### src/rtl/core/aebd_pkg.sv
// Shared types and constants for the audio energy beat detector.
// No dependencies; imported by aebd_ctrl, aebd_dpath and the top level.
package aebd_pkg;

	localparam int FRAME_MAX  = 1024;
	localparam int SAMPLE_W   = 16;
	localparam int ENERGY_W   = 31;
	localparam int RATIO_W    = 8;
	localparam int ALPHA_W    = 16;
	localparam int CFG_IDX_W  = 2;
	localparam int CFG_DATA_W = ENERGY_W;

	// one squared sample is at most 2^30, two per pair
	localparam int SQ_W      = 2 * SAMPLE_W - 1;
	localparam int COUNT_W   = $clog2(FRAME_MAX + 1);
	localparam int SUM_W     = SQ_W + 1 + $clog2(FRAME_MAX);
	localparam int DIVISOR_W = COUNT_W + 1;
	localparam int DIV_STEPS = SUM_W;
	localparam int DIV_CNT_W = $clog2(DIV_STEPS);

	// shared multiplier: 31 x 17 unsigned
	localparam int MUL_B_W = ALPHA_W + 1;
	localparam int PROD_W  = ENERGY_W + MUL_B_W;
	localparam int ALPHA_ONE = 1 << ALPHA_W;
	localparam int ROUND_HALF = 1 << (ALPHA_W - 1);

	localparam logic [ENERGY_W-1:0] MIN_ENERGY_RST   = ENERGY_W'(1073742);
	localparam logic [RATIO_W-1:0]  BEAT_RATIO_RST   = RATIO_W'(32);
	localparam logic [ALPHA_W-1:0]  SMOOTH_ALPHA_RST = ALPHA_W'(3277);

	typedef enum logic [CFG_IDX_W-1:0] {
		REG_MIN_ENERGY   = 2'd0,
		REG_BEAT_RATIO   = 2'd1,
		REG_SMOOTH_ALPHA = 2'd2
	} cfg_reg_t;

	typedef enum logic [1:0] {
		MUL_AVG_KEEP = 2'd0, // avg * (1 - alpha)
		MUL_NEW_WGT  = 2'd1, // energy * alpha
		MUL_RATIO    = 2'd2  // avg * beat_ratio
	} mul_sel_t;

	typedef struct packed {
		logic     accum;
		logic     div_load;
		logic     div_step;
		logic     mul_en;
		mul_sel_t mul_sel;
		logic     sum_load;
		logic     sum_add;
		logic     finish;
	} aebd_cmd_t;

endpackage

### src/rtl/core/aebd_ctrl.sv
// Sequencer for the beat detector: handshakes, divide loop and multiply steps.
// Depends on aebd_pkg; drives aebd_dpath through aebd_cmd_t.
module aebd_ctrl import aebd_pkg::*; (
	input  logic      clk,
	input  logic      arst_n,
	input  logic      in_valid,
	input  logic      frame_end,
	output logic      in_stall,
	output logic      out_valid,
	input  logic      out_stall,
	output aebd_cmd_t cmd
);

	typedef enum logic [2:0] {
		ST_IDLE,
		ST_DRAIN,
		ST_LOAD,
		ST_DIV,
		ST_M0,
		ST_M1,
		ST_M2,
		ST_FIN
	} state_t;

	state_t               state_q;
	logic [DIV_CNT_W-1:0] div_cnt_q;
	logic                 out_valid_q;
	logic                 in_acc;
	logic                 out_acc;
	logic                 fin_go;

	assign in_stall  = (state_q != ST_IDLE);
	assign out_valid = out_valid_q;
	assign in_acc    = in_valid && !in_stall;
	assign out_acc   = out_valid_q && !out_stall;
	// result register frees up in the same cycle it is taken
	assign fin_go    = (state_q == ST_FIN) && (!out_valid_q || !out_stall);

	always_comb begin
		cmd          = '0;
		cmd.mul_sel  = MUL_AVG_KEEP;
		cmd.accum    = in_acc;
		cmd.div_load = (state_q == ST_LOAD);
		cmd.div_step = (state_q == ST_DIV);
		cmd.finish   = fin_go;
		unique case (state_q)
			ST_M0: begin
				cmd.mul_en  = 1'b1;
				cmd.mul_sel = MUL_AVG_KEEP;
			end
			ST_M1: begin
				cmd.mul_en   = 1'b1;
				cmd.mul_sel  = MUL_NEW_WGT;
				cmd.sum_load = 1'b1;
			end
			ST_M2: begin
				cmd.mul_en  = 1'b1;
				cmd.mul_sel = MUL_RATIO;
				cmd.sum_add = 1'b1;
			end
			default: begin
			end
		endcase
	end

	always_ff @(posedge clk or negedge arst_n) begin
		if (!arst_n) begin
			state_q     <= ST_IDLE;
			div_cnt_q   <= '0;
			out_valid_q <= 1'b0;
		end else begin
			if (fin_go) begin
				out_valid_q <= 1'b1;
			end else if (out_acc) begin
				out_valid_q <= 1'b0;
			end
			unique case (state_q)
				ST_IDLE: begin
					if (in_acc && frame_end) begin
						state_q <= ST_DRAIN;
					end
				end
				ST_DRAIN: state_q <= ST_LOAD;
				ST_LOAD: begin
					div_cnt_q <= '0;
					state_q   <= ST_DIV;
				end
				ST_DIV: begin
					div_cnt_q <= div_cnt_q + 1'b1;
					if (div_cnt_q == DIV_CNT_W'(DIV_STEPS - 1)) begin
						state_q <= ST_M0;
					end
				end
				ST_M0: state_q <= ST_M1;
				ST_M1: state_q <= ST_M2;
				ST_M2: state_q <= ST_FIN;
				ST_FIN: begin
					if (fin_go) begin
						state_q <= ST_IDLE;
					end
				end
				default: state_q <= ST_IDLE;
			endcase
		end
	end

	a_fin_free: assert property (@(posedge clk) disable iff (!arst_n)
		cmd.finish |-> !(out_valid_q && out_stall))
		else $error("result overwritten while still pending");

	a_rose_after_fin: assert property (@(posedge clk) disable iff (!arst_n)
		$rose(out_valid_q) |-> $past(cmd.finish))
		else $error("result raised without a finish step");

	a_div_len: assert property (@(posedge clk) disable iff (!arst_n)
		(state_q == ST_M0) |-> ($past(state_q) == ST_DIV &&
			$past(div_cnt_q) == DIV_CNT_W'(DIV_STEPS - 1)))
		else $error("divide loop ended early");

endmodule

### src/rtl/core/aebd_dpath.sv
// Datapath: config registers, square accumulator, radix-2 divider,
// shared multiplier, smoothing and beat decision. Depends on aebd_pkg.
module aebd_dpath import aebd_pkg::*; (
	input  logic                       clk,
	input  logic                       arst_n,
	input  logic                       cfg_write,
	input  logic [CFG_IDX_W-1:0]       cfg_index,
	input  logic [CFG_DATA_W-1:0]      cfg_data,
	input  logic signed [SAMPLE_W-1:0] left_sample,
	input  logic signed [SAMPLE_W-1:0] right_sample,
	input  aebd_cmd_t                  cmd,
	output logic                       beat_found,
	output logic [ENERGY_W-1:0]        frame_energy,
	output logic [ENERGY_W-1:0]        average_energy
);

	logic [ENERGY_W-1:0]  min_energy_q;
	logic [RATIO_W-1:0]   beat_ratio_q;
	logic [ALPHA_W-1:0]   smooth_alpha_q;

	logic [COUNT_W-1:0]   count_q;
	logic [SUM_W-1:0]     sum_q;
	logic                 acc_s1;
	logic [SQ_W-1:0]      sq_l_s1;
	logic [SQ_W-1:0]      sq_r_s1;
	logic [ENERGY_W-1:0]  smoothed_q;
	logic                 last_beat_q;

	logic [DIVISOR_W-1:0] divisor_q;
	logic [DIVISOR_W-1:0] rem_q;
	logic [SUM_W-1:0]     dq_q;

	logic [PROD_W-1:0]    prod_q;
	logic [PROD_W-1:0]    acc_q;

	logic                 beat_q;
	logic [ENERGY_W-1:0]  energy_out_q;
	logic [ENERGY_W-1:0]  avg_out_q;

	logic signed [2*SAMPLE_W-1:0] sq_l;
	logic signed [2*SAMPLE_W-1:0] sq_r;
	logic [DIVISOR_W:0]   trial;
	logic                 q_bit;
	logic [ENERGY_W-1:0]  energy;
	logic [MUL_B_W-1:0]   inv_alpha;
	logic [ENERGY_W-1:0]  mul_a;
	logic [MUL_B_W-1:0]   mul_b;
	logic [PROD_W-1:0]    mul_p;
	logic                 beat;
	logic [ENERGY_W-1:0]  next_avg;

	assign sq_l = left_sample * left_sample;
	assign sq_r = right_sample * right_sample;

	// restoring divide, one quotient bit per cycle; dividend shifts out the top
	assign trial = {rem_q, dq_q[SUM_W-1]};
	assign q_bit = (trial >= {1'b0, divisor_q});
	// mean energy is at most 2^30, upper quotient bits are zero
	assign energy = dq_q[ENERGY_W-1:0];

	assign inv_alpha = MUL_B_W'(ALPHA_ONE) - {1'b0, smooth_alpha_q};

	always_comb begin
		unique case (cmd.mul_sel)
			MUL_AVG_KEEP: begin
				mul_a = smoothed_q;
				mul_b = inv_alpha;
			end
			MUL_NEW_WGT: begin
				mul_a = energy;
				mul_b = {1'b0, smooth_alpha_q};
			end
			MUL_RATIO: begin
				mul_a = smoothed_q;
				mul_b = MUL_B_W'(beat_ratio_q);
			end
			default: begin
				mul_a = smoothed_q;
				mul_b = inv_alpha;
			end
		endcase
	end

	assign mul_p = PROD_W'(mul_a) * PROD_W'(mul_b);

	// prod_q holds avg * ratio in the finish step; ratio is Q4.4
	assign beat = (PROD_W'({energy, 4'b0000}) > prod_q) &&
		(energy > min_energy_q) && !last_beat_q;
	assign next_avg = acc_q[ALPHA_W +: ENERGY_W];

	always_ff @(posedge clk or negedge arst_n) begin
		if (!arst_n) begin
			min_energy_q   <= MIN_ENERGY_RST;
			beat_ratio_q   <= BEAT_RATIO_RST;
			smooth_alpha_q <= SMOOTH_ALPHA_RST;
			count_q        <= '0;
			sum_q          <= '0;
			acc_s1         <= 1'b0;
			smoothed_q     <= '0;
			last_beat_q    <= 1'b0;
		end else begin
			if (cfg_write) begin
				unique case (cfg_index)
					REG_MIN_ENERGY:   min_energy_q   <= cfg_data;
					REG_BEAT_RATIO:   beat_ratio_q   <= cfg_data[RATIO_W-1:0];
					REG_SMOOTH_ALPHA: smooth_alpha_q <= cfg_data[ALPHA_W-1:0];
					default: begin
					end
				endcase
			end
			// pairs beyond the frame limit are dropped
			acc_s1 <= cmd.accum && (count_q < COUNT_W'(FRAME_MAX));
			if (cmd.div_load) begin
				count_q <= '0;
				sum_q   <= '0;
			end else begin
				if (cmd.accum && (count_q < COUNT_W'(FRAME_MAX))) begin
					count_q <= count_q + 1'b1;
				end
				if (acc_s1) begin
					sum_q <= sum_q + SUM_W'(sq_l_s1) + SUM_W'(sq_r_s1);
				end
			end
			if (cmd.finish) begin
				smoothed_q  <= next_avg;
				last_beat_q <= beat;
			end
		end
	end

	always_ff @(posedge clk) begin
		sq_l_s1 <= sq_l[SQ_W-1:0];
		sq_r_s1 <= sq_r[SQ_W-1:0];
		if (cmd.div_load) begin
			divisor_q <= {count_q, 1'b0};
			rem_q     <= '0;
			dq_q      <= sum_q;
		end else if (cmd.div_step) begin
			rem_q <= q_bit ? DIVISOR_W'(trial - {1'b0, divisor_q}) : trial[DIVISOR_W-1:0];
			dq_q  <= {dq_q[SUM_W-2:0], q_bit};
		end
		if (cmd.mul_en) begin
			prod_q <= mul_p;
		end
		if (cmd.sum_load) begin
			acc_q <= prod_q;
		end else if (cmd.sum_add) begin
			acc_q <= acc_q + prod_q + PROD_W'(ROUND_HALF);
		end
		if (cmd.finish) begin
			beat_q       <= beat;
			energy_out_q <= energy;
			avg_out_q    <= next_avg;
		end
	end

	assign beat_found     = beat_q;
	assign frame_energy   = energy_out_q;
	assign average_energy = avg_out_q;

	a_count_max: assert property (@(posedge clk) disable iff (!arst_n)
		count_q <= COUNT_W'(FRAME_MAX))
		else $error("pair count past frame limit");

	a_load_drained: assert property (@(posedge clk) disable iff (!arst_n)
		cmd.div_load |-> (!acc_s1 && count_q != '0))
		else $error("divide started with pending add or empty frame");

endmodule

### src/rtl/core/audio_energy_beat_detector.sv
// Top level of the energy beat detector: joins sequencer and datapath.
// Depends on aebd_pkg, aebd_ctrl, aebd_dpath.
//
//  channel | handshake          | payload
//  --------+--------------------+---------------------------------------------
//  in      | in_valid/in_stall  | left_sample, right_sample, frame_end
//  out     | out_valid/out_stall| beat_found, frame_energy, average_energy
//  cfg     | cfg_write          | cfg_index, cfg_data
//
// Each pair without frame_end has its squares added to the sum in the next cycle.
// A frame end runs its own transaction, drain, divider load, 42 divide steps
// (one quotient bit per cycle), three steps on the one shared 31x17 multiplier
// and a finish step.
// in_stall is high from the frame end transaction until the result is registered.
// The result register holds while out_stall is high; a new frame may fill up
// behind it and waits in its last step only if the old result is still pending.
// arst_n clears frame sums, smoothed energy and beat history, and resets config.
module audio_energy_beat_detector import aebd_pkg::*; (
	input  logic                       clk,
	input  logic                       arst_n,
	input  logic                       in_valid,
	output logic                       in_stall,
	input  logic signed [SAMPLE_W-1:0] left_sample,
	input  logic signed [SAMPLE_W-1:0] right_sample,
	input  logic                       frame_end,
	output logic                       out_valid,
	input  logic                       out_stall,
	output logic                       beat_found,
	output logic [ENERGY_W-1:0]        frame_energy,
	output logic [ENERGY_W-1:0]        average_energy,
	input  logic                       cfg_write,
	input  logic [CFG_IDX_W-1:0]       cfg_index,
	input  logic [CFG_DATA_W-1:0]      cfg_data
);

	aebd_cmd_t cmd;

	aebd_ctrl u_ctrl (
		.clk       (clk),
		.arst_n    (arst_n),
		.in_valid  (in_valid),
		.frame_end (frame_end),
		.in_stall  (in_stall),
		.out_valid (out_valid),
		.out_stall (out_stall),
		.cmd       (cmd)
	);

	aebd_dpath u_dpath (
		.clk            (clk),
		.arst_n         (arst_n),
		.cfg_write      (cfg_write),
		.cfg_index      (cfg_index),
		.cfg_data       (cfg_data),
		.left_sample    (left_sample),
		.right_sample   (right_sample),
		.cmd            (cmd),
		.beat_found     (beat_found),
		.frame_energy   (frame_energy),
		.average_energy (average_energy)
	);

endmodule
### config.mk
export PLATFORM = sky130hd
export DESIGN_NAME = audio_energy_beat_detector
export DESIGN_NICKNAME = d
export VERILOG_FILES = /design/src/rtl/core/aebd_pkg.sv /design/src/rtl/core/aebd_ctrl.sv /design/src/rtl/core/aebd_dpath.sv /design/src/rtl/core/audio_energy_beat_detector.sv
export SDC_FILE = /design/constraint.sdc
export NUM_CORES = 2
export LEC_CHECK = 0
export BUFFER_PORTS_ARGS = -buffer_cell sky130_fd_sc_hd__buf_4
export CAP_MARGIN = 20
export CORE_ASPECT_RATIO = 0.6
export CORE_MARGIN = 4
export CORE_UTILIZATION = 35
export DETAILED_ROUTE_END_ITERATION = 7
export HOLD_SLACK_MARGIN = 0.12
export PLACE_DENSITY = 0.55
export SLEW_MARGIN = 20
export SYNTH_ARGS = -nofsm -noshare
export SYNTH_HDL_FRONTEND = slang
export SYNTH_SLANG_ARGS = --single-unit
### constraint.sdc
create_clock -name clk -period 8.6 [get_ports clk]
set_clock_uncertainty 0.15 [all_clocks]
set_input_delay 0.86 -clock clk [delete_from_list [all_inputs] [get_ports clk]]
set_output_delay 0.86 -clock clk [all_outputs]
set_load 0.02 [all_outputs]
==> results.md <==
* Vias per cell at 4.98
* EDFF count, synth at 211
* ANT nets after route at 0
* Via count at 41.4k
* Most common cell after layout, fill and taps aside: inv_1
* Worst-Skew Late Latency at 660 ps
* RSZ-0062 raised after global routing: yes
* Status: complete, no violations
* Commonest cells after routing, fill and taps aside: 1217 x inv_1, 932 x fa_1, 740 x nand2_1
* Avg Synthesized Cell Area at 9.60 um2
* Initial antenna violation count at 10
* Critical Path Max Stage Delay at 590 ps
* Row cnt at 114
* H-tree depth at 2
* Starting density of the core at 35.3%
* Register bit total from synthesis at 434
* Crit Path Max Fanout at 36
* Hold_buf cts at 0
* Critical Path Slowest Stage Cell: mux2i_2
* TritonCTS Buffers at 48
* Aggregate global-route resource usage at 20.5%
* CTS tree: done
* Worst setup EP type: register
* Multi-input combinational cell area at 40300 um2
* Cell variety after synth at 87
* Sequential cell area at 11600 um2
* Syn. warnings at 0
* Register area share after synthesis at 20.4%
* WL final at 171000 um
* Critical path's most frequent cell: fa_1
* Clock slew at reported path FFs at 70 ps
* Pins Over Slew Limit at 0
* Critical path class: reg -> reg
* Layout fillers at 16.0k
* Slew headroom at 25.5%
* DRC errors left at 0
* Total clock sinks at 434
* Least-Margin Pin Slew at 1110 ps
* Diode count at 0
* CP required at 8810 ps
* Routed len/inst at 20.5 um
* Clk buf depth at 3
* Fmax at 119 MHz
* Min-delay worst type: in -> async
* Layout cells sized above 1 at 9.89%
* First-pass GRT wire length at 267000 um
* Async SR Flop Fraction at 34.8%
* Reg2reg path depth at 29
* Die Height at 320 um
* Synth Net Count at 7423
* Die Outline Area at 169000 um2
* Initial drt markers at 3494
* Vias in the first global route at 42.8k
* Placed wire-length estimate at 142000 um
* Post-DP Area at 61600 um2
* Dominant synthesized flop cell: edfxtp_1
* Post-synthesis cell count at 5925
* Max cap viols at 0
* Root buf cell: clkbuf_16
* # setup viols final at 0
* Core area at 161000 um2
* Area Overhead vs Synth at 11.7%
* Fraction of the cycle the final worst path needs at 97.9%
* Final net count at 7635
* Arrival @ worst endpoint at 8630 ps
* Startpoint type of the worst setup path: register
* Largest net degree at the start of global routing at 96
* Placer Congestion at 0.947
* Cell Area, Synth at 56900 um2
* Final instance area at 63500 um2
* 1st-pass router iterations at 5
* Port bufs at 135
* Total global routing overflow at 0
* Post-route minimum period at 8420 ps
* Hold Violations, Final at 0
* Ports at 136
* Die Wd at 528 um
-- worst paths after layout --
kind,start,to,slack (ps)
max in group asynchronous,arst_n,u_dpath.acc_s1$_DFF_PN0_,6490
worst min-delay path,arst_n,u_dpath.smooth_alpha_q[15]$_DFFE_PN0P_,190
min in group clk,cfg_data[16],u_dpath.min_energy_q[16]$_DFFE_PN0P_,270
worst min register to register,u_dpath.rem_q[11]$_SDFFE_PP0P_,u_dpath.rem_q[11]$_SDFFE_PP0P_,320
worst max-delay path,u_ctrl.state_q[1]$_DFFE_PN0P_,u_dpath.prod_q[33]$_DFFE_PP_,180
worst max register to register,u_ctrl.state_q[1]$_DFFE_PN0P_,u_dpath.prod_q[33]$_DFFE_PP_,180
-- cell families after synthesis --
group | Yosys count | share of synthesized area, %
AO/OA/AOI/OAI | 718 | 8.13
AND/OR/NAND/NOR | 1578 | 12.3
flip-flops | 434 | 20.4
adder cells (fa/ha/maj) | 1427 | 43.7
XOR/XNOR | 214 | 3.30
multiplexers | 155 | 2.94
buffers and inverters | 1397 | 9.24
other | 2 | 0.0132
-- Yosys cell counts, types with 31 or more instances --
master       n  area (um2)
o21ai_0    158         791
a21oi_1    193         966
clkbuf_1   155         582
ha_1       494        6180
fa_1       933       18700
a21o_1     122         916
mux2_2      94        1060
and3_1      39         244
nor3_1      31         155
nand3_1     53         265
mux2i_1     61         611
xor2_1      87         762
nor2_1     405        1520
xnor2_1    127        1110
o21bai_1    31         233
nand2b_1    49         307
inv_1     1222        4590
and2_1     115         719
nand2_1    742        2790
dfrtp_1    135        3380
edfxtp_1   211        6340
dfxtp_1     72        1440
-- stage by stage --
stage	instances	utilization, %	hold WS, ps	setup slack (ps)	setup TNS [ps]
2_1_floorplan	5925	-	277	14.7	0
3_3_place_gp	8231	38.2	297	-168	-646
3_5_place_dp	8231	38.2	303	-210	-915
4_1_cts	8321	39.3	204	-7.00	-7.00
5_1_grt	8323	39.4	253	-83.0	-194
6_report	8323	39.4	191	182	0
-- critical path, delay by kind of cell, from the launching register on --
kind	cells	cell delay, ps
adders and majority gates	9	3720
DFF	1	410
buffers and inverters	7	1000
and+or+nand+nor	2	170
AOI/OAI and AO/OA	9	1990
muxes	1	590
xor gates and xnor gates	1	100
-- flip-flops by register name, summed over array words and instances (netlist names), 6 cells and up --
register / count
u_dpath.prod_q: 48
u_dpath.acc_q: 47
u_dpath.dq_q: 42
u_dpath.sum_q: 42
u_dpath.average_energy: 31
u_dpath.frame_energy: 31
u_dpath.min_energy_q: 31
u_dpath.smoothed_q: 31
u_dpath.sq_l_s1: 30
u_dpath.sq_r_s1: 30
u_dpath.smooth_alpha_q: 16
u_dpath.rem_q: 12
u_dpath.count_q: 11
u_dpath.divisor_q: 11
u_dpath.beat_ratio_q: 8
u_ctrl.div_cnt_q: 6
-- layer usage --
layer | track usage [%] | wire length, um | vias up
li1 | - | - | 19100
met1 | 33.7 | 88400 | 20900
met2 | 27.0 | 64100 | 1310
met3 | 4.72 | 15200 | 146
met4 | 3.69 | 3240 | 0
met5 | 0 | 0 | -
-- cell type report --
type,instances,area share [%]
Multi-Input combinational cell,4094,63.4
Sequential cell,434,18.2
Inverter,1224,7.24
Tap cell,2146,4.23
Timing Repair Buffer,335,4.21
Clock buffer,71,2.36
Clock inverter,19,0.288
-- repair_timing --
action	CTS	global route
endpoints found under the setup margin	8	17
pin swaps	0	13
hold endpoints to repair	0	0
gates resized for setup	10	42
buffers inserted	0	1
Power is left out: the tool's default activity adds up to more than one toggle a clock period on the data nets, which glitch-free logic cannot reach.
